===== src/rtl/sbr_pkg.sv =====
// ----------------------------------------------------------------------------
// Stream byte reassembler package
// Shared constants and the request type that travels from the front end
// through the request queue to the back end.
// ----------------------------------------------------------------------------
package sbr_pkg;

    localparam int unsigned CAPACITY_DEFAULT = 64;
    localparam int unsigned QUEUE_DEPTH      = 2;
    localparam int unsigned BYTE_W           = 8;
    localparam int unsigned INDEX_W          = 32;
    localparam int unsigned ROOM_W           = 7;

    typedef struct packed {
        logic [BYTE_W-1:0]  value;
        logic [INDEX_W-1:0] index;
        logic               has;
        logic               seg_end;
        logic               eof;
        logic [ROOM_W-1:0]  room;
        logic [INDEX_W-1:0] eof_pos;
    } sbr_req_t;

endpackage


===== src/rtl/sbr_front.sv =====
// ----------------------------------------------------------------------------
// Front end
// Accepts input requests, saturates the room to the buffer size and works out
// the end-of-stream position, then hands the request on to the queue.
// ----------------------------------------------------------------------------
module sbr_front
    import sbr_pkg::*;
#(
    parameter int unsigned CAPACITY = CAPACITY_DEFAULT
)
(
    input  logic               clk,
    input  logic               rst_n,
    input  logic [BYTE_W-1:0]  byte_value,
    input  logic [INDEX_W-1:0] byte_index,
    input  logic               has_byte,
    input  logic               segment_end,
    input  logic               eof_mark,
    input  logic [ROOM_W-1:0]  room,
    input  logic               in_valid,
    output logic               in_ready,
    output sbr_req_t           req,
    output logic               req_valid,
    input  logic               req_ready
);

    localparam int unsigned ROOM_CAP = (CAPACITY < 127) ? CAPACITY : 127;
    localparam logic [ROOM_W-1:0] ROOM_MAX = ROOM_W'(ROOM_CAP);

    logic     hold_v_reg;
    logic     hold_v_next;
    sbr_req_t hold_reg;
    sbr_req_t hold_next;
    logic     accept;

    assign in_ready  = !hold_v_reg || req_ready;
    assign accept    = in_valid && in_ready;
    assign req       = hold_reg;
    assign req_valid = hold_v_reg;

    always_comb
    begin
        hold_next.value   = byte_value;
        hold_next.index   = byte_index;
        hold_next.has     = has_byte;
        hold_next.seg_end = segment_end;
        hold_next.eof     = eof_mark;
        hold_next.room    = (room > ROOM_MAX) ? ROOM_MAX : room;
        hold_next.eof_pos = byte_index + INDEX_W'(has_byte);

        if (accept)
        begin
            hold_v_next = 1'b1;
        end
        else if (req_ready)
        begin
            hold_v_next = 1'b0;
        end
        else
        begin
            hold_v_next = hold_v_reg;
        end
    end

    always_ff @(posedge clk or negedge rst_n)
    begin
        if (!rst_n)
        begin
            hold_v_reg <= 1'b0;
        end
        else
        begin
            hold_v_reg <= hold_v_next;
        end
    end

    always_ff @(posedge clk)
    begin
        if (accept)
        begin
            hold_reg <= hold_next;
        end
    end

endmodule


===== src/rtl/sbr_queue.sv =====
// ----------------------------------------------------------------------------
// Request queue
// Short first-in first-out queue that decouples the front end from the
// back end.
// ----------------------------------------------------------------------------
module sbr_queue
    import sbr_pkg::*;
(
    input  logic     clk,
    input  logic     rst_n,
    input  sbr_req_t push_req,
    input  logic     push_valid,
    output logic     push_ready,
    output sbr_req_t pop_req,
    output logic     pop_valid,
    input  logic     pop_ready
);

    localparam int unsigned QAW = (QUEUE_DEPTH > 1) ? $clog2(QUEUE_DEPTH) : 1;
    localparam int unsigned QCW = $clog2(QUEUE_DEPTH + 1);
    localparam logic [QAW-1:0] LAST_ENTRY = QAW'(QUEUE_DEPTH - 1);
    localparam logic [QCW-1:0] FULL_COUNT = QCW'(QUEUE_DEPTH);

    sbr_req_t       q_mem [QUEUE_DEPTH];
    logic [QAW-1:0] wr_ptr_reg;
    logic [QAW-1:0] wr_ptr_next;
    logic [QAW-1:0] rd_ptr_reg;
    logic [QAW-1:0] rd_ptr_next;
    logic [QCW-1:0] count_reg;
    logic [QCW-1:0] count_next;
    logic           do_push;
    logic           do_pop;

    assign push_ready = (count_reg != FULL_COUNT);
    assign pop_valid  = (count_reg != '0);
    assign pop_req    = q_mem[rd_ptr_reg];
    assign do_push    = push_valid && push_ready;
    assign do_pop     = pop_valid && pop_ready;

    always_comb
    begin
        wr_ptr_next = wr_ptr_reg;
        rd_ptr_next = rd_ptr_reg;
        count_next  = count_reg;
        if (do_push)
        begin
            wr_ptr_next = (wr_ptr_reg == LAST_ENTRY) ? '0 : wr_ptr_reg + 1'b1;
        end
        if (do_pop)
        begin
            rd_ptr_next = (rd_ptr_reg == LAST_ENTRY) ? '0 : rd_ptr_reg + 1'b1;
        end
        if (do_push && !do_pop)
        begin
            count_next = count_reg + 1'b1;
        end
        else if (do_pop && !do_push)
        begin
            count_next = count_reg - 1'b1;
        end
    end

    always_ff @(posedge clk or negedge rst_n)
    begin
        if (!rst_n)
        begin
            wr_ptr_reg <= '0;
            rd_ptr_reg <= '0;
            count_reg  <= '0;
        end
        else
        begin
            wr_ptr_reg <= wr_ptr_next;
            rd_ptr_reg <= rd_ptr_next;
            count_reg  <= count_next;
        end
    end

    always_ff @(posedge clk)
    begin
        if (do_push)
        begin
            q_mem[wr_ptr_reg] <= push_req;
        end
    end

endmodule


===== src/rtl/sbr_back.sv =====
// ----------------------------------------------------------------------------
// Back end
// Owns the ring buffer (filled flag and byte per slot), the window check,
// the end-of-stream record and the drain sequencer with its output register.
// ----------------------------------------------------------------------------
module sbr_back
    import sbr_pkg::*;
#(
    parameter int unsigned CAPACITY = CAPACITY_DEFAULT
)
(
    input  logic              clk,
    input  logic              rst_n,
    input  sbr_req_t          req,
    input  logic              req_valid,
    output logic              req_ready,
    output logic [BYTE_W-1:0] out_byte,
    output logic              out_valid,
    output logic              run_last,
    output logic              stream_end,
    output logic [ROOM_W-1:0] pending_count,
    output logic              none_pending,
    output logic              res_valid,
    input  logic              res_ready
);

    localparam int unsigned AW = (CAPACITY > 1) ? $clog2(CAPACITY) : 1;
    localparam int unsigned CW = $clog2(CAPACITY + 1);
    localparam logic [AW-1:0] LAST_SLOT = AW'(CAPACITY - 1);
    localparam logic [AW:0]   CAP_SUM   = (AW + 1)'(CAPACITY);
    localparam logic [CW-1:0] CAP_CNT   = CW'(CAPACITY);

    typedef enum logic [9:0] {
        ST_CLEAR      = 10'b00_0000_0001,
        ST_IDLE       = 10'b00_0000_0010,
        ST_CALC       = 10'b00_0000_0100,
        ST_WRITE      = 10'b00_0000_1000,
        ST_SCAN_START = 10'b00_0001_0000,
        ST_SCAN       = 10'b00_0010_0000,
        ST_PREP       = 10'b00_0100_0000,
        ST_EMIT_RD    = 10'b00_1000_0000,
        ST_EMIT_OUT   = 10'b01_0000_0000,
        ST_FLAGS      = 10'b10_0000_0000
    } state_t;

    function automatic logic [AW-1:0] slot_inc(input logic [AW-1:0] p);
        return (p == LAST_SLOT) ? '0 : p + 1'b1;
    endfunction

    // Each slot holds its filled flag above the data byte.
    logic [BYTE_W:0]     slot_mem [CAPACITY];
    logic [BYTE_W:0]     rd_data_reg;
    logic                mem_re;
    logic [AW-1:0]       mem_ra;
    logic                mem_we;
    logic [AW-1:0]       mem_wa;
    logic [BYTE_W:0]     mem_wd;

    state_t              state_reg;
    state_t              state_next;
    sbr_req_t            req_reg;
    sbr_req_t            req_next;
    logic                in_win_reg;
    logic                in_win_next;
    logic [AW-1:0]       offset_reg;
    logic [AW-1:0]       offset_next;
    logic [AW-1:0]       slot_reg;
    logic [AW-1:0]       slot_next;
    logic [INDEX_W-1:0]  next_exp_reg;
    logic [INDEX_W-1:0]  next_exp_next;
    logic [AW-1:0]       head_reg;
    logic [AW-1:0]       head_next;
    logic [CW-1:0]       pend_reg;
    logic [CW-1:0]       pend_next;
    logic                eof_seen_reg;
    logic                eof_seen_next;
    logic [INDEX_W-1:0]  eof_pos_reg;
    logic [INDEX_W-1:0]  eof_pos_next;
    logic [AW-1:0]       ptr_reg;
    logic [AW-1:0]       ptr_next;
    logic [CW-1:0]       cnt_reg;
    logic [CW-1:0]       cnt_next;
    logic                fin_reg;
    logic                fin_next;
    logic [CW-1:0]       pfin_reg;
    logic [CW-1:0]       pfin_next;

    logic                res_v_reg;
    logic                res_v_next;
    logic [BYTE_W-1:0]   obyte_reg;
    logic [BYTE_W-1:0]   obyte_next;
    logic                ovalid_reg;
    logic                ovalid_next;
    logic                olast_reg;
    logic                olast_next;
    logic                oend_reg;
    logic                oend_next;
    logic [CW-1:0]       opend_reg;
    logic [CW-1:0]       opend_next;
    logic                out_load;
    logic                out_free;

    logic [INDEX_W:0]    diff;
    logic                in_win;
    logic [AW:0]         slot_sum;
    logic [AW-1:0]       slot_calc;

    assign out_free = !res_v_reg || res_ready;

    // Window check: the offset from the next expected index must be below the room.
    assign diff   = {1'b0, req.index} - {1'b0, next_exp_reg};
    assign in_win = req.has && !diff[INDEX_W]
                    && (diff[INDEX_W-1:0] < INDEX_W'(req.room));

    assign slot_sum  = {1'b0, head_reg} + {1'b0, offset_reg};
    assign slot_calc = (slot_sum >= CAP_SUM) ? AW'(slot_sum - CAP_SUM) : slot_sum[AW-1:0];

    always_comb
    begin
        state_next    = state_reg;
        req_next      = req_reg;
        in_win_next   = in_win_reg;
        offset_next   = offset_reg;
        slot_next     = slot_reg;
        next_exp_next = next_exp_reg;
        head_next     = head_reg;
        pend_next     = pend_reg;
        eof_seen_next = eof_seen_reg;
        eof_pos_next  = eof_pos_reg;
        ptr_next      = ptr_reg;
        cnt_next      = cnt_reg;
        fin_next      = fin_reg;
        pfin_next     = pfin_reg;
        req_ready     = 1'b0;
        mem_re        = 1'b0;
        mem_ra        = head_reg;
        mem_we        = 1'b0;
        mem_wa        = head_reg;
        mem_wd        = '0;
        out_load      = 1'b0;
        obyte_next    = '0;
        ovalid_next   = 1'b0;
        olast_next    = 1'b1;

        unique case (state_reg)
            ST_CLEAR:
            begin
                mem_we   = 1'b1;
                mem_wa   = ptr_reg;
                ptr_next = slot_inc(ptr_reg);
                if (ptr_reg == LAST_SLOT)
                begin
                    state_next = ST_IDLE;
                end
            end
            ST_IDLE:
            begin
                req_ready = 1'b1;
                if (req_valid)
                begin
                    req_next    = req;
                    in_win_next = in_win;
                    offset_next = diff[AW-1:0];
                    if (req.eof)
                    begin
                        eof_seen_next = 1'b1;
                        eof_pos_next  = req.eof_pos;
                    end
                    state_next = ST_CALC;
                end
            end
            ST_CALC:
            begin
                slot_next = slot_calc;
                mem_re    = 1'b1;
                mem_ra    = slot_calc;
                if (in_win_reg)
                begin
                    state_next = ST_WRITE;
                end
                else if (req_reg.seg_end)
                begin
                    state_next = ST_SCAN_START;
                end
                else
                begin
                    state_next = ST_IDLE;
                end
            end
            ST_WRITE:
            begin
                // Later copies of a byte never overwrite a filled slot.
                if (!rd_data_reg[BYTE_W])
                begin
                    mem_we    = 1'b1;
                    mem_wa    = slot_reg;
                    mem_wd    = {1'b1, req_reg.value};
                    pend_next = pend_reg + 1'b1;
                end
                state_next = req_reg.seg_end ? ST_SCAN_START : ST_IDLE;
            end
            ST_SCAN_START:
            begin
                mem_re     = 1'b1;
                mem_ra     = head_reg;
                ptr_next   = head_reg;
                cnt_next   = '0;
                state_next = ST_SCAN;
            end
            ST_SCAN:
            begin
                // The next slot is read ahead while the current one is checked.
                mem_re = 1'b1;
                mem_ra = slot_inc(ptr_reg);
                if (rd_data_reg[BYTE_W])
                begin
                    cnt_next = cnt_reg + 1'b1;
                    ptr_next = slot_inc(ptr_reg);
                    if (cnt_reg + 1'b1 == CAP_CNT)
                    begin
                        state_next = ST_PREP;
                    end
                end
                else
                begin
                    state_next = ST_PREP;
                end
            end
            ST_PREP:
            begin
                pfin_next  = pend_reg - cnt_reg;
                fin_next   = eof_seen_reg
                             && ((next_exp_reg + INDEX_W'(cnt_reg)) == eof_pos_reg);
                state_next = (cnt_reg == '0) ? ST_FLAGS : ST_EMIT_RD;
            end
            ST_EMIT_RD:
            begin
                mem_re     = 1'b1;
                mem_ra     = head_reg;
                state_next = ST_EMIT_OUT;
            end
            ST_EMIT_OUT:
            begin
                if (out_free)
                begin
                    out_load      = 1'b1;
                    obyte_next    = rd_data_reg[BYTE_W-1:0];
                    ovalid_next   = 1'b1;
                    olast_next    = (cnt_reg == CW'(1));
                    mem_we        = 1'b1;
                    mem_wa        = head_reg;
                    head_next     = slot_inc(head_reg);
                    next_exp_next = next_exp_reg + 1'b1;
                    pend_next     = pend_reg - 1'b1;
                    cnt_next      = cnt_reg - 1'b1;
                    state_next    = (cnt_reg == CW'(1)) ? ST_IDLE : ST_EMIT_RD;
                end
            end
            ST_FLAGS:
            begin
                if (out_free)
                begin
                    out_load   = 1'b1;
                    state_next = ST_IDLE;
                end
            end
            default:
            begin
                state_next = ST_IDLE;
            end
        endcase

        if (out_load)
        begin
            res_v_next = 1'b1;
        end
        else if (res_ready)
        begin
            res_v_next = 1'b0;
        end
        else
        begin
            res_v_next = res_v_reg;
        end
        oend_next  = fin_reg;
        opend_next = pfin_reg;
    end

    always_ff @(posedge clk or negedge rst_n)
    begin
        if (!rst_n)
        begin
            state_reg    <= ST_CLEAR;
            next_exp_reg <= '0;
            head_reg     <= '0;
            pend_reg     <= '0;
            eof_seen_reg <= 1'b0;
            eof_pos_reg  <= '0;
            ptr_reg      <= '0;
            cnt_reg      <= '0;
            fin_reg      <= 1'b0;
            pfin_reg     <= '0;
            res_v_reg    <= 1'b0;
        end
        else
        begin
            state_reg    <= state_next;
            next_exp_reg <= next_exp_next;
            head_reg     <= head_next;
            pend_reg     <= pend_next;
            eof_seen_reg <= eof_seen_next;
            eof_pos_reg  <= eof_pos_next;
            ptr_reg      <= ptr_next;
            cnt_reg      <= cnt_next;
            fin_reg      <= fin_next;
            pfin_reg     <= pfin_next;
            res_v_reg    <= res_v_next;
        end
    end

    always_ff @(posedge clk)
    begin
        req_reg    <= req_next;
        in_win_reg <= in_win_next;
        offset_reg <= offset_next;
        slot_reg   <= slot_next;
        if (out_load)
        begin
            obyte_reg  <= obyte_next;
            ovalid_reg <= ovalid_next;
            olast_reg  <= olast_next;
            oend_reg   <= oend_next;
            opend_reg  <= opend_next;
        end
    end

    always_ff @(posedge clk)
    begin
        if (mem_we)
        begin
            slot_mem[mem_wa] <= mem_wd;
        end
        if (mem_re)
        begin
            rd_data_reg <= slot_mem[mem_ra];
        end
    end

    assign res_valid     = res_v_reg;
    assign out_byte      = obyte_reg;
    assign out_valid     = ovalid_reg;
    assign run_last      = olast_reg;
    assign stream_end    = oend_reg;
    assign pending_count = ROOM_W'(opend_reg);
    assign none_pending  = (opend_reg == '0);

endmodule


===== src/rtl/stream_byte_reassembler_unit.sv =====
// ----------------------------------------------------------------------------
// Stream byte reassembler
// Puts out-of-order segment bytes back in stream order through a ring buffer.
// ----------------------------------------------------------------------------
// Input requests (in_valid/in_ready) carry an optional byte with its stream index,
// the downstream room and the segment-end and end-of-stream marks. Result
// requests (res_valid/res_ready) carry the assembled bytes of a drain with
// the end-of-stream, last-of-run and pending-count flags.
// A request that is not a segment end produces no result. A segment end
// produces one result per drained byte, or a single flag-only result.
// Requests pass a front register and a two-entry queue before the back end,
// which checks each request against the window and, for a byte that falls
// in it, reads and then writes its slot; any other request is checked and
// has its slot read. A segment end then scans the run of filled slots in
// the single-port ring buffer and drains them, reading and then emitting
// each byte in turn. After reset the back end clears the filled flags of
// all CAPACITY slots, one per cycle, before it takes the first queued
// request; the front keeps accepting until the queue fills. A stalled
// receiver holds the result in the output register and the drain waits;
// the queue and front then fill and in_ready drops.
// ----------------------------------------------------------------------------
module stream_byte_reassembler_unit
    import sbr_pkg::*;
#(
    parameter int unsigned CAPACITY = CAPACITY_DEFAULT
)
(
    input  logic               clk,
    input  logic               rst_n,
    input  logic [BYTE_W-1:0]  byte_value,
    input  logic [INDEX_W-1:0] byte_index,
    input  logic               has_byte,
    input  logic               segment_end,
    input  logic               eof_mark,
    input  logic [ROOM_W-1:0]  room,
    input  logic               in_valid,
    output logic               in_ready,
    output logic [BYTE_W-1:0]  out_byte,
    output logic               out_valid,
    output logic               run_last,
    output logic               stream_end,
    output logic [ROOM_W-1:0]  pending_count,
    output logic               none_pending,
    output logic               res_valid,
    input  logic               res_ready
);

    sbr_req_t front_req;
    logic     front_valid;
    logic     front_ready;
    sbr_req_t back_req;
    logic     back_valid;
    logic     back_ready;

    sbr_front #(
        .CAPACITY (CAPACITY)
    ) u_front (
        .clk         (clk),
        .rst_n       (rst_n),
        .byte_value  (byte_value),
        .byte_index  (byte_index),
        .has_byte    (has_byte),
        .segment_end (segment_end),
        .eof_mark    (eof_mark),
        .room        (room),
        .in_valid    (in_valid),
        .in_ready    (in_ready),
        .req         (front_req),
        .req_valid   (front_valid),
        .req_ready   (front_ready)
    );

    sbr_queue u_queue (
        .clk        (clk),
        .rst_n      (rst_n),
        .push_req   (front_req),
        .push_valid (front_valid),
        .push_ready (front_ready),
        .pop_req    (back_req),
        .pop_valid  (back_valid),
        .pop_ready  (back_ready)
    );

    sbr_back #(
        .CAPACITY (CAPACITY)
    ) u_back (
        .clk           (clk),
        .rst_n         (rst_n),
        .req           (back_req),
        .req_valid     (back_valid),
        .req_ready     (back_ready),
        .out_byte      (out_byte),
        .out_valid     (out_valid),
        .run_last      (run_last),
        .stream_end    (stream_end),
        .pending_count (pending_count),
        .none_pending  (none_pending),
        .res_valid     (res_valid),
        .res_ready     (res_ready)
    );

endmodule

===== config.mk =====
export PLATFORM = sky130hd
export DESIGN_NAME = stream_byte_reassembler_unit
export DESIGN_NICKNAME = d
export VERILOG_FILES = /design/src/rtl/sbr_pkg.sv /design/src/rtl/sbr_front.sv /design/src/rtl/sbr_queue.sv /design/src/rtl/sbr_back.sv /design/src/rtl/stream_byte_reassembler_unit.sv
export SDC_FILE = /design/constraint.sdc
export NUM_CORES = 1
export LEC_CHECK = 0
export ABC_AREA = 0
export BUFFER_PORTS_ARGS = -buffer_cell sky130_fd_sc_hd__buf_2
export CAP_MARGIN = 20
export CORE_MARGIN = 1.5
export CORE_UTILIZATION = 45
export CTS_BUF_LIST = sky130_fd_sc_hd__clkbuf_8 sky130_fd_sc_hd__clkbuf_16
export DETAILED_ROUTE_END_ITERATION = 10
export GPL_TIMING_DRIVEN = 0
export HOLD_SLACK_MARGIN = 0.02
export MAX_ROUTING_LAYER = met4
export PLACE_DENSITY_LB_ADDON = 0.25
export REMOVE_ABC_BUFFERS = 1
export SLEW_MARGIN = 20
export SYNTH_ARGS = -nofsm -noshare
export SYNTH_HDL_FRONTEND = slang
export SYNTH_HIERARCHICAL = 1
export SYNTH_SLANG_ARGS = --single-unit

===== constraint.sdc =====
create_clock -name clk -period 4.3 [get_ports clk]
set_input_delay 0.215 -clock clk [delete_from_list [all_inputs] [get_ports clk]]
set_output_delay 0.215 -clock clk [all_outputs]
set_load 0.1 [all_outputs]

==> PnR_summary.wiki, run 1 <==
{| class="wikitable"
! Metric !! Value
|-
| Area inside the core boundary || 0.09529 mm^2
|-
| Number of hold violations in the final report || 0
|-
| Min-delay worst type || in2reg
|-
| Static Leak || 18.89 nW
|-
| Result of the run || complete, but fails checks
|-
| Type of the setup path with the least slack || reg2reg
|-
| Post-synthesis register bit count || 986
|-
| Power per cell area || 576.6 mW/mm^2
|-
| Starting DRT DRC Count || 2848
|-
| Largest stage delay on the critical path || 0.52 ns
|-
| CTS buffer count || 103
|-
| Routability cong. || 0.8942
|-
| Average instance area after synthesis || 12.85 um^2
|-
| Number of warning messages in the yosys log || 6
|-
| Finish-stage setup viols || 1
|-
| Library cells used by synthesis || 93
|-
| Sequential-to-total area share from yosys stat || 66.83%
|-
| Final antenna-violating net count || 0
|-
| Count of filler cells inserted in the layout || 7958
|-
| Minimum setup slack in the final design || -0.2159 ns
|-
| Routed length on met2 || 51.94 mm
|-
| Largest voltage drop on the vdd net || 0.0004053 V
|-
| Count of max-cap constraint violations || 0
|-
| Required time of the critical path || 4.77 ns
|-
| Topmost layer with routed signal wires || met4
|-
| Top_reg_cell synth || edfxtp_1
|-
| Sum of negative setup slack || -0.2159 ns
|-
| Flip-flop count of the largest register after layout || 576
|-
| Total track usage || 22.43%
|-
| Vert. Die Dim || 313.7 um
|-
| Cell count after synthesis || 3382
|-
| Number of flops mapped to enable cells by yosys || 871
|-
| Initial antenna violation count || 0
|-
| Metal-1 WL || 47.05 mm
|-
| Final design utilization || 53.32%
|-
| Number of sinks handled by clock tree synthesis || 986
|-
| Via count of the routed design || 27898
|-
| Fmax achieved || 221.4 MHz
|-
| Number of port buffers || 74
|-
| FFs w/ async S/R, synth || 11.66%
|-
| Multi-input logic area || 0.01426 mm^2
|-
| Sequential standard cell area || 0.02904 mm^2
|-
| Data arrival time at the worst-slack endpoint || 4.98 ns
|-
| Share of cells above drive strength 1 || 16.32%
|-
| Kind of cell adding the most delay to the critical path || compound AO/OA/AOI/OAI gates
|-
| Placed Cells incl. Taps || 4603
|-
| RSZ-0062 raised after global routing || yes
|-
| List of cells traversed by the critical path || buf_16, buf_16, mux2_4, ha_2, a211oi_1, o21ai_0, a21oi_1, a21oi_1, o211a_1, o311a_1, or3_1, a2111oi_2, nand4_1, nor4_4
|-
| Worst reg-to-reg path cell count || 14
|-
| Post-Syn Area || 0.04345 mm^2
|-
| Die area || 0.09842 mm^2
|-
| Startpoint types || register
|-
| Total wire length after detailed routing || 108.6 mm
|-
| Via density per instance || 5.688
|-
| Max Fanout on Critical Path || 19
|-
| Remaining DRCs || 0
|-
| Number of global-route vias before repair || 26783
|-
| Width of the die || 313.7 um
|-
| Share of the clock period used by the worst path after layout || 105.0%
|-
| Count of pins over their slew limit || 0
|-
| Clock tree from TritonCTS || yes
|-
| Relative slew slack || 31.08%
|-
| Global-route wire length before repair || 163.8 mm
|-
| Register clock-pin slew on the reported worst setup and hold paths || 0.06 ns
|-
| Fin Clk Skew || 0.04590 ns
|-
| Number of ports placed on the die boundary || 75
|-
| Routed length per placed instance || 22.13 um
|-
| Violated checks || setup timing
|-
| Number of optimization iterations in the first detailed-route pass || 7
|-
| Largest net degree at the start of global routing || 76
|-
| HPWL after DPL || 65.87 mm
|-
| Depth of the critical timing path with buffers and inverters included || 14
|-
| Clk Latency, worst-skew pair || 0.72 ns
|-
| Layout net count || 3682
|-
| Root Driver || clkbuf_16
|-
| Bufs and invs on worst path || 2
|-
| Floorplan row count || 113
|-
| Critical path endpoint category || register
|-
| Count of placed standard cells in the final layout, fillers left out || 4905
|-
| Initial cell density of the core || 45.59%
|-
| Met3 WL || 6.627 mm
|-
| Min Tclk post-route || 4.516 ns
|-
| Cell depth of the worst min-delay path || 3
|-
| Worst-Margin Slew || 1.034 ns
|-
| Area Overhead vs Synth || 16.96%
|-
| CTS H-tree depth || 3
|-
| Remaining global-route overflow || 0
|-
| Clock tree buffer depth || 3
|-
| Slowest CP cell || dfrtp_4
|}
## through the flow
step / hold slack, ns / power, mW / setup WS, ns / instance area (um^2)
after floorplan: -0.08059 / 17.67 / -6.087 / 42530
after global placement: 0.3920 / 19.96 / -17.01 / 44490
after detailed placement: 0.1374 / 20.14 / -1.043 / 45520
after CTS: 0.1790 / 29.19 / -0.1851 / 50400
after global routing: 0.1562 / 30.59 / -0.3860 / 50810
final: 0.1637 / 29.30 / -0.2159 / 50810
## routing by layer
metal	vias up	global-route usage, %
met5	-	-
met3	198	2.982
li1	12856	-
met2	949	35.84
met4	0	6.116
met1	13895	30.25
## cell type report
| class | instances | area share [%] |
|---|---|---|
| flip-flops and latches | 986 | 57.16 |
| diodes | 1 | 0.004925 |
| clock inverters | 85 | 1.150 |
| clock buffers | 108 | 5.230 |
| inverters | 91 | 0.6845 |
| well taps | 1265 | 3.115 |
| multi-input cells | 2150 | 28.06 |
| repair buffers | 219 | 4.600 |
## worst reg2reg max path, cell delays in order (launching register included)
cell       delay [ns]
dfrtp_4          0.52
buf_16           0.18
buf_16           0.21
mux2_4           0.33
ha_2             0.33
a211oi_1         0.23
o21ai_0          0.13
a21oi_1          0.23
a21oi_1          0.17
o211a_1          0.29
o311a_1          0.36
or3_1            0.36
a2111oi_2        0.40
nand4_1          0.20
nor4_4           0.34
## final timing paths
| kind | start | to | slack [ns] |
|---|---|---|---|
| max | u_queue/rd_ptr_reg | u_back/in_win_reg | -0.22 |
| max reg2reg | u_queue/rd_ptr_reg | u_back/in_win_reg | -0.22 |
| min reg2reg | u_front/req[81] | u_queue/q_mem[0][81] | 0.44 |
| min | res_ready | u_back/out_valid | 0.16 |
| min in group asynchronous | rst_n | u_back/state_reg[0] | 0.60 |
| max in group asynchronous | rst_n | u_back/eof_pos_reg[16] | 3.23 |
## logic make-up (layout without fill, tap and decap cells)
family                   count (synthesis)  in the layout  share of synthesized area [%]
XOR/XNOR                               153            153                          3.084
AND/OR/NAND/NOR                       1384           1388                          14.57
adder cells (fa/ha/maj)                 77             77                          2.304
AO/OA/AOI/OAI                          397            400                          6.347
flip-flops                             986            986                          66.83
other                                    0              1                              0
buffers and inverters                  253            503                          2.889
multiplexers                           132            132                          3.974
## layout by cell type, fill, tap and decap left out, types with 13 or more instances in the layout
master / count
a21o_1: 19
a21oi_1: 83
a311oi_1: 43
a31oi_1: 44
and3_1: 70
buf_16: 18
buf_2: 73
buf_4: 33
clkbuf_16: 106
clkinv_1: 25
clkinv_2: 18
dfrtp_1: 110
dlygate4sd3_1: 57
edfxtp_1: 871
ha_1: 67
inv_1: 115
mux2_2: 44
mux2_4: 70
mux2i_1: 18
nand2_1: 669
nand2b_1: 16
nand3_1: 266
nand4_1: 47
nor2_1: 77
nor2_4: 69
nor2b_1: 16
nor3_1: 31
o21ai_0: 53
o22ai_1: 13
or3_1: 15
xnor2_1: 119
xor2_1: 33
## cell usage after synthesis, drive strengths merged, types with 6 or more instances
| master | instances | area, um^2 |
|---|---|---|
| edfxtp | 871 | 26160 |
| nand2 | 679 | 2551 |
| nand3 | 274 | 1371 |
| nor2 | 148 | 565.6 |
| xnor2 | 120 | 1051 |
| dfrtp | 114 | 2853 |
| mux2 | 114 | 1546 |
| buf | 110 | 716.9 |
| inv | 91 | 341.6 |
| a21oi | 86 | 434.2 |
| and3 | 74 | 465.4 |
| ha | 72 | 900.9 |
| o21ai | 56 | 280.3 |
| clkbuf | 52 | 196.4 |
| nand4 | 48 | 306.5 |
| a311oi | 45 | 394.1 |
| a31oi | 45 | 281.5 |
| nor3 | 38 | 222.7 |
| xor2 | 33 | 289.0 |
| nor4 | 22 | 152.7 |
| a21o | 19 | 142.6 |
| and2 | 18 | 112.6 |
| mux2i | 18 | 180.2 |
| nand2b | 17 | 106.4 |
| nor2b | 16 | 100.1 |
| or3 | 15 | 93.84 |
| o22ai | 13 | 81.33 |
| o211ai | 10 | 75.07 |
| o21a | 10 | 75.07 |
| a211oi | 9 | 67.56 |
| a21boi | 9 | 67.57 |
| or4 | 8 | 63.81 |
| a22o | 7 | 61.31 |
| o2111ai | 7 | 61.31 |
| o21bai | 7 | 52.55 |
| a22oi | 6 | 45.04 |
| and4 | 6 | 52.55 |
| o31ai | 6 | 45.04 |
## where the power goes
group          internal, mW  total (mW)  switching (mW)  leakage [nW]
combinational          3.53        8.70            5.17          6.69
sequential             11.7        12.2           0.482          10.5
clock                  4.68        8.43            3.76          1.69
## timing repair
item / CTS / global route
pin swaps: 24 / 22
endpoints found under the hold margin: 198 / 0
setup buffers: 25 / 13
gates cloned: 9 / 3
setup endpoints to repair: 586 / 562
hold buffers: 58 / 0
gates resized for setup: 163 / 49
Note: power is estimated with default switching activity, not from simulation.
==> run 2, diff against run 1 <==
BUFFER_PORTS_ARGS = -buffer_cell sky130_fd_sc_hd__clkbuf_2   (was -buffer_cell sky130_fd_sc_hd__buf_2)
CAP_MARGIN = unset   (was 20)
==> PnR_summary.wiki, run 2 (same netlist as run 1, synthesis figures left out) <==
{| class="wikitable"
! Metric !! Value
|-
| Result of the run || complete, but fails checks
|-
| # diodes || 0 (-1)
|-
| Initial antenna violation count || 0 (unchanged)
|-
| Violated checks || setup timing
|-
| Clk Latency, worst-skew pair || 0.68 ns (-0.04 ns)
|-
| Width of the die || 313.7 um (unchanged)
|-
| Sequential standard cell area || 0.02904 mm^2 (about the same)
|-
| Remaining DRCs || 0 (unchanged)
|-
| Worst-Margin Slew || 1.063 ns (+0.02869 ns)
|-
| Finish-stage setup viols || 1 (unchanged)
|-
| Minimum setup slack in the final design || -0.2595 ns (-0.04365 ns)
|-
| Global-route wire length before repair || 163.3 mm (-0.25%)
|-
| Share of cells above drive strength 1 || 17.38% (+1.1 points)
|-
| Count of max-cap constraint violations || 0 (unchanged)
|-
| Bufs and invs on worst path || 2 (unchanged)
|-
| Slowest CP cell || dfrtp_4
|-
| List of cells traversed by the critical path || buf_8, buf_16, mux2_4, ha_4, a21oi_4, nor2_2, nor3_2, xnor2_1, ha_2, a2111oi_2, o211ai_1, nor4_2, o2111ai_2, nor4_2, o211ai_1, nor4_2, nand4_1, nor4_4
|-
| Largest net degree at the start of global routing || 76 (unchanged)
|-
| Number of sinks handled by clock tree synthesis || 986 (unchanged)
|-
| Switching power as a share of total power || 31.77% (-0.36 points)
|-
| Root Driver || clkbuf_16
|-
| Required time of the critical path || 4.75 ns (-0.02 ns)
|-
| Max Fanout on Critical Path || 7 (-12)
|-
| Placed Cells incl. Taps || 4605 (+0.043%)
|-
| Register clock-pin slew on the reported worst setup and hold paths || 0.06 ns (about the same)
|-
| Number of hold violations in the final report || 0 (unchanged)
|-
| Number of optimization iterations in the first detailed-route pass || 7 (unchanged)
|-
| Cell area after layout || 0.05129 mm^2 (+0.94%)
|-
| Largest voltage drop on the vdd net || 0.0003302 V (-19%)
|-
| Number of global-route vias before repair || 26588 (-0.73%)
|-
| Power spent charging and discharging nets || 9.417 mW (about the same)
|-
| Via count of the routed design || 28015 (+0.42%)
|-
| Floorplan row count || 113 (unchanged)
|-
| Via density per instance || 5.695 (+0.13%)
|-
| Part of the total power dissipated in combinational logic || 30.1% (+0.4 points)
|-
| Number of ports placed on the die boundary || 75 (unchanged)
|-
| Proportion of power drawn by flip-flops and latches || 41.1% (-0.4 points)
|-
| Layout net count || 3704 (+0.60%)
|-
| Routability cong. || 0.9342 (+4.5%)
|-
| RSZ-0062 raised after global routing || yes
|-
| Static Leak || 19.10 nW (+1.1%)
|-
| HPWL after DPL || 66.38 mm (+0.78%)
|-
| Starting DRT DRC Count || 2780 (-2.4%)
|-
| Fin Clk Skew || 0.02798 ns (-0.01791 ns)
|-
| Initial cell density of the core || 45.59% (unchanged)
|-
| Clock network power share || 28.9% (about the same)
|-
| CTS buffer count || 103 (unchanged)
|-
| CTS H-tree depth || 3 (unchanged)
|-
| Worst path most repeated cell || nor4_2
|-
| Final antenna-violating net count || 0 (unchanged)
|-
| Placed inst area || 0.04555 mm^2 (about the same)
|-
| Final-layout worst hold slack || 0.1758 ns (+0.01214 ns)
|-
| Number of port buffers || 74 (unchanged)
|-
| Post-layout total power || 29.64 mW (+1.2%)
|-
| Total wire length after detailed routing || 109.8 mm (+1.1%)
|-
| Remaining global-route overflow || 0 (unchanged)
|-
| Routed length per placed instance || 22.32 um (+0.85%)
|-
| Area Overhead vs Synth || 18.06%
|-
| Largest stage delay on the critical path || 0.53 ns (about the same)
|-
| Multi-input logic area || 0.01433 mm^2 (+0.49%)
|-
| Cell-internal power || 20.22 mW (+1.7%)
|-
| Count of filler cells inserted in the layout || 7807 (-1.9%)
|-
| Area inside the core boundary || 0.09529 mm^2 (unchanged)
|-
| Dpl ws || -1.298 ns (-0.2557 ns)
|-
| Clock tree buffer depth || 3 (unchanged)
|-
| Share of the clock period used by the worst path after layout || 106.0% (+1.0 points)
|-
| Power per cell area || 577.9 mW/mm^2 (+0.22%)
|-
| Clock tree from TritonCTS || yes
|-
| Flip-flop count of the largest register after layout || 576 (unchanged)
|-
| Final design utilization || 53.83% (+0.50 points)
|-
| Count of placed standard cells in the final layout, fillers left out || 4919 (+0.29%)
|-
| Fmax achieved || 219.3 MHz (-0.96%)
|-
| Sum of negative setup slack || -0.2595 ns (-0.04365 ns)
|-
| Kind of cell adding the most delay to the critical path || simple AND/OR/NAND/NOR gates
|-
| Total track usage || 22.43% (about the same)
|-
| Min-delay worst type || in2reg
|-
| Critical path endpoint category || register
|-
| Min Tclk post-route || 4.560 ns (+0.04365 ns)
|-
| Vert. Die Dim || 313.7 um (unchanged)
|-
| Count of pins over their slew limit || 0 (unchanged)
|-
| Leading cell type in the layout, fill and taps excluded || edfxtp_1
|-
| Commonest cells after routing, fill and taps aside || edfxtp_1, nand2_1, nand3_1
|-
| Data arrival time at the worst-slack endpoint || 5.01 ns (+0.03 ns)
|-
| Type of the setup path with the least slack || reg2reg
|-
| Relative slew slack || 28.90% (-2.2 points)
|-
| Startpoint types || register
|-
| Die area || 0.09842 mm^2 (unchanged)
|}
[run 2: changes by cell type in the layout (fill, tap and decap cells not counted), sizes merged]
cell and delta:
buf -54, bufbuf +3, bufinv +4, clkbuf +72, clkinv -11, clkinvlp +5, diode -1, dlygate4sd3 +1
inv -4, nor2 -1
[run 2: final cells by class]
cell class / count / area share, %
tap: 1265 / 3.086
inverter: 91 / 0.6757
clock inverter: 79 / 1.137
clock buffer: 107 / 5.176
multi-input combinational: 2149 / 27.93
sequential: 986 / 56.62
timing repair buffer: 242 / 5.371
[run 2: what timing repair did]
action                                  CTS  global route
endpoints found under the hold margin   198             0
pin swaps                                23            44
endpoints found under the setup margin  562           546
buffers inserted                         19            37
cloned                                   11             2
resized for setup                       116           113
hold buffers                             59             0
[run 2: final timing paths]
kind                                         start                      end  slack (ns)  cells past startpoint
min in group asynchronous                    rst_n        u_back/ptr_reg[5]        0.54                      3
worst max-delay path            u_queue/rd_ptr_reg        u_back/in_win_reg       -0.26                     18
max in group asynchronous                    rst_n  u_back/next_exp_reg[18]        3.12                      4
worst min-delay path                     res_ready        u_back/stream_end        0.18                      3
worst max register to register  u_queue/rd_ptr_reg        u_back/in_win_reg       -0.26                     18
worst min register to register     u_front/req[14]     u_queue/q_mem[0][14]        0.44                      0
[run 2: power groups by stage]
stage / combinational, mW / sequential (mW) / clock, mW
global placement: 7.33 / 12.6 / 0
floorplan: 5.29 / 12.4 / 0
CTS: 8.50 / 12.2 / 8.69
global route: 9.55 / 12.3 / 9.07
detailed placement: 7.82 / 12.4 / 0
finish: 8.91 / 12.2 / 8.57
[run 2: tightest hold or removal path, stage by stage]
cell and delay, ns:
clkbuf_2 0.10, nor2b_1 0.10, nor2_4 0.26
[run 2: per-layer routing]
metal / wire length (um) / track usage (%)
met4: 2979 / 6.258
met1: 47670 / 31.24
met5: 0 / -
met2: 51510 / 34.46
met3: 7628 / 3.246
